<file path="src/design/hsa_pkg.sv">
`timescale 1ns / 1ps
// Shared types for the ascending insertion-chain sorter.
// No dependencies; imported by the cell, the top level and the checker.
package hsa_pkg;

  localparam int unsigned KeyWidth = 32;

  typedef logic signed [KeyWidth-1:0] key_t;

  // Per-cycle command broadcast to every cell of the chain.
  typedef struct packed {
    logic insert;  // place the broadcast key into the sorted row
    logic shift;   // move every key one cell toward the head
  } cell_ctrl_t;

endpackage

</file>
<file path="src/design/hsa_cell.sv">
`timescale 1ns / 1ps
// One cell of the sorting chain: holds one key and its valid flag.
// Depends on hsa_pkg for key_t and cell_ctrl_t.
module hsa_cell
  import hsa_pkg::*;
(
  input  logic       clk,
  input  logic       rst_n,
  input  cell_ctrl_t ctrl,
  input  key_t       new_key,
  input  key_t       prev_key,
  input  logic       prev_valid,
  input  logic       prev_move,
  input  key_t       next_key,
  input  logic       next_valid,
  output key_t       key,
  output logic       valid,
  output logic       move
);

  key_t key_r;
  key_t key_nxt;
  logic valid_r;
  logic valid_nxt;

  // An empty cell acts as plus infinity, so the new key lands in front of it.
  assign move = !valid_r || (new_key < key_r);

  always_comb begin
    key_nxt   = key_r;
    valid_nxt = valid_r;
    if (ctrl.insert) begin
      key_nxt   = prev_move ? prev_key : (move ? new_key : key_r);
      valid_nxt = valid_r | prev_valid;
    end else if (ctrl.shift) begin
      key_nxt   = next_key;
      valid_nxt = next_valid;
    end
  end

  always_ff @(posedge clk) begin
    if (!rst_n) begin
      valid_r <= 1'b0;
    end else begin
      valid_r <= valid_nxt;
    end
  end

  always_ff @(posedge clk) begin
    key_r <= key_nxt;
  end

  assign key   = key_r;
  assign valid = valid_r;

endmodule

</file>
<file path="config.mk">
export PLATFORM = sky130hd
export DESIGN_NAME = hsa_cell
export DESIGN_NICKNAME = d
export VERILOG_FILES = /design/src/design/hsa_pkg.sv /design/src/design/hsa_cell.sv
export SDC_FILE = /design/constraint.sdc
export NUM_CORES = 1
export LEC_CHECK = 0
export BUFFER_PORTS_ARGS = -buffer_cell sky130_fd_sc_hd__buf_2
export CAP_MARGIN = 40
export CORE_MARGIN = 5
export CORE_UTILIZATION = 45
export CTS_CLUSTER_DIAMETER = 60
export CTS_CLUSTER_SIZE = 12
export DETAILED_ROUTE_END_ITERATION = 12
export GPL_ROUTABILITY_DRIVEN = 0
export GPL_TIMING_DRIVEN = 0
export PLACE_DENSITY = 0.89
export SYNTH_ARGS = -nofsm -noshare
export SYNTH_HDL_FRONTEND = slang
export SYNTH_SLANG_ARGS = --single-unit
</file>
<file path="constraint.sdc">
create_clock -name clk -period 3.12 [get_ports clk]
set_clock_uncertainty 0.15 [all_clocks]
set_input_delay 0.156 -clock clk [delete_from_list [all_inputs] [get_ports clk]]
set_output_delay 0.156 -clock clk [all_outputs]
set_load 0.02 [all_outputs]
</file>
==> flow_summary.ini <==
[worst_setup_path]
end_kind = flip-flop
cp.required_ps = 2880
arrival_ps = 2660
path_max_fanout = 32
reg2reg_depth = 8
worstSetupPathType = flip-flop to flip-flop
cp-start-kind = flip-flop
regToRegEndpoint = key[16]
rr_startpoint = key[31]
rrSetupSlack_ps = 220

[synth]
ys_seq_area_share_pct = 38.75
syn-instance-count = 264
synth_top_family_by_area = adder cells
synth_area_per_cell_um2 = 9.588
synth-compound-area-share_pct = 14.38
synth_adder_area_share_pct = 15.32
netlist_area_um2 = 2531
yosys_register_bits = 33
ys_warn_count = 0
synthXorXnorAreaFrac_pct = 0
syn_nets = 398
synthMuxAreaShare_pct = 13.05
yosys.area_share.simple_pct = 11.81
yosysUniqueCellTypes = 33

[drt]
drt_wl_total_um = 7139
viasPerCell = 5.048
wl_per_cell_um = 14.87
drt_iter0_markers = 74
vias = 2423
ant_nets = 0
first_pass_iters = 4
drc = 0

[floorplan]
die_area_um2 = 7225
die_x_um = 85
initial_core_util_pct = 46.25
io_pins = 137
row_count = 27
core-area_um2 = 5473
fp.dieH_um = 85

[sta]
period_needed_ps = 2899
slew_headroom_pct = 47.72
tightest_slew_ps = 784.2
fmax_mhz = 345.0
finalSetupViolCount = 0
drv_slew = 0
final_hold_viol_count = 0
rsz0062_at_grt = no
fin_crit_sh_pct = 92.91
holdWs_ps = 40.64

[place]
place_area_um2 = 3298
dp_hpwl_um = 5842
io_buffers = 135

[grt]
met2_usage_pct = 36.94
use_met3_pct = 2.524
antenna_found_initial = 0
grt.overflow.total = 0
grt_pass1_vias = 2582
grt_max_degree = 33
met1_usage_pct = 21.29
grt_pass1_wl_um = 11250
grtUsageTotal_pct = 19.22
grt_busiest_layer = met2

[run_status]
status = finished, final reports clean

[min_path]
min_path_type = primary input to flip-flop
min_path_cells = 3
worstHoldEndpoint = key[26]
holdCritStartpoint = next_key[26]

[clocking]
clk_pin_slew_ps = 70
insertion_delay_ps = 280
numCtsBuffers = 5
cts_tree = yes
cts.path.max_buffers = 2
htreeDepth = 2
cts-resized-gates = 0
cts.sinks = 33
cts_root_buf = clkbuf_8

[cells_and_area]
n_antenna_cell = 0
drive_above_1_share_pct = 37.50
fillers = 497
regArea_um2 = 980.9
nets = 541
postLayoutCellArea_um2 = 3398
multiInputGateArea_um2 = 1383
syn_to_final_growth_pct = 34.26

[pwr]
p_per_area_nw_per_um2 = 395.9
p_leak_uw = 0.001797
irDropWorstVdd_uv = 215.7

[run]
maxCapViolations = 0
## cell usage in the layout, fill, tap and decap left out, types with 2 or more instances in the layout
cell type,netlist,final
edfxtp_1,32,32
o21ai_1,2,2
buf_2,3,138
ha_1,31,31
o21ai_0,2,2
nand3_1,2,2
nand4_1,4,4
a21oi_1,45,45
nand2b_1,2,2
nor2_1,37,37
clkbuf_1,8,10
inv_1,33,33
nand2_1,10,10
a31oi_1,2,2
clkbuf_8,0,6
mux2i_1,33,33
## through the flow
stage	setup WS (ps)	std cells	util (%)	TNS [ps]	power (uW)
after floorplan	124.8	264	-	0	845.8
after global placement	-219.1	471	60.24	-6983	998.0
after detailed placement	211.3	471	60.27	0	1019
after CTS	203.2	480	62.09	0	1355
after global routing	46.69	480	62.09	0	1426
final	221.2	480	62.09	0	1345
## cell families (layout without fill, tap and decap cells)
kind of cell	count (synthesis)	in the layout
AO/OA/AOI/OAI	60	60
AND/OR/NAND/NOR	63	63
multiplexers	33	33
buffers and inverters	44	188
flip-flops	33	33
adder cells (fa/ha/maj)	31	31
## sequential cells by signal (all words and copies together), names as in the netlist
signal  cells
valid       1
key        32
## critical path: stages, from the launching register on
cell      delay [ps]
edfxtp_1         350
inv_1             50
ha_1             350
nand4_2          210
nor4_4           360
nand2_1          110
o211ai_2         110
nand3b_1         130
and3_2           710
## cell usage after synthesis
master / instances / area (um^2)
a21oi_1: 45 / 225.2
o311a_1: 1 / 10.01
mux2i_1: 33 / 330.3
buf_2: 3 / 15.01
nand3_1: 2 / 10.01
clkbuf_1: 8 / 30.03
nand4_2: 1 / 12.51
nand3b_1: 1 / 7.510
nor4_4: 1 / 21.27
o221a_1: 1 / 11.26
o41ai_2: 1 / 16.27
dfxtp_1: 1 / 20.02
nor2b_1: 1 / 6.260
nand2_1: 10 / 37.54
o21ai_1: 2 / 10.01
edfxtp_1: 32 / 960.9
a221oi_2: 1 / 15.01
ha_1: 31 / 387.9
a211oi_1: 1 / 7.510
nor2_1: 37 / 138.9
nand2b_1: 2 / 12.51
and2_2: 1 / 7.510
and3_1: 1 / 6.260
o21ai_0: 2 / 10.01
inv_1: 33 / 123.9
nand4_1: 4 / 25.02
a21o_2: 1 / 8.760
o211ai_2: 1 / 12.51
and2b_1: 1 / 7.510
a21oi_4: 1 / 16.27
a211o_1: 1 / 8.760
a31oi_1: 2 / 12.51
and2_1: 1 / 6.260
## area by class of cell
cell class                 count  area share [%]
timing repair buffer         136           20.18
buffer                        11           1.325
tap                           72           2.651
inverter                      33           3.645
multi-input combinational    187           40.68
clock buffer                   8           2.651
sequential                    33           28.87
## layer usage
metal  routed length, um  share of wire (%)
met4                 115                1.6
met5                   0                  0
met1                2776                 39
met2                3739                 52
met3                 508                7.1
## where the power goes
group          total, uW  internal (uW)  switching, uW
Clock                337            180            157
Sequential           566            544           22.1
Combinational        442            185            257
Total               1350            909            436
## how the worst max path moves through the flow
stage / startpoint / to / slack (ps) / depth (start not counted)
2_1_floorplan: key[31] / key[0] / 120 / 8
3_3_place_gp: key[31] / key[5] / -220 / 8
5_1_grt: key[31] / key[12] / 50 / 8
6_report: key[31] / key[16] / 220 / 8
4_1_cts: key[31] / key[17] / 200 / 8
3_5_place_dp: key[31] / key[21] / 210 / 8
## timing repair
action | 4_1_cts | 5_1_grt
buffers inserted | 0 | 0
hold buffers | 1 | 0
hold endpoints to repair | 1 | 0
endpoints found under the setup margin | 0 | 0
Note: power is estimated with default switching activity, not from simulation.
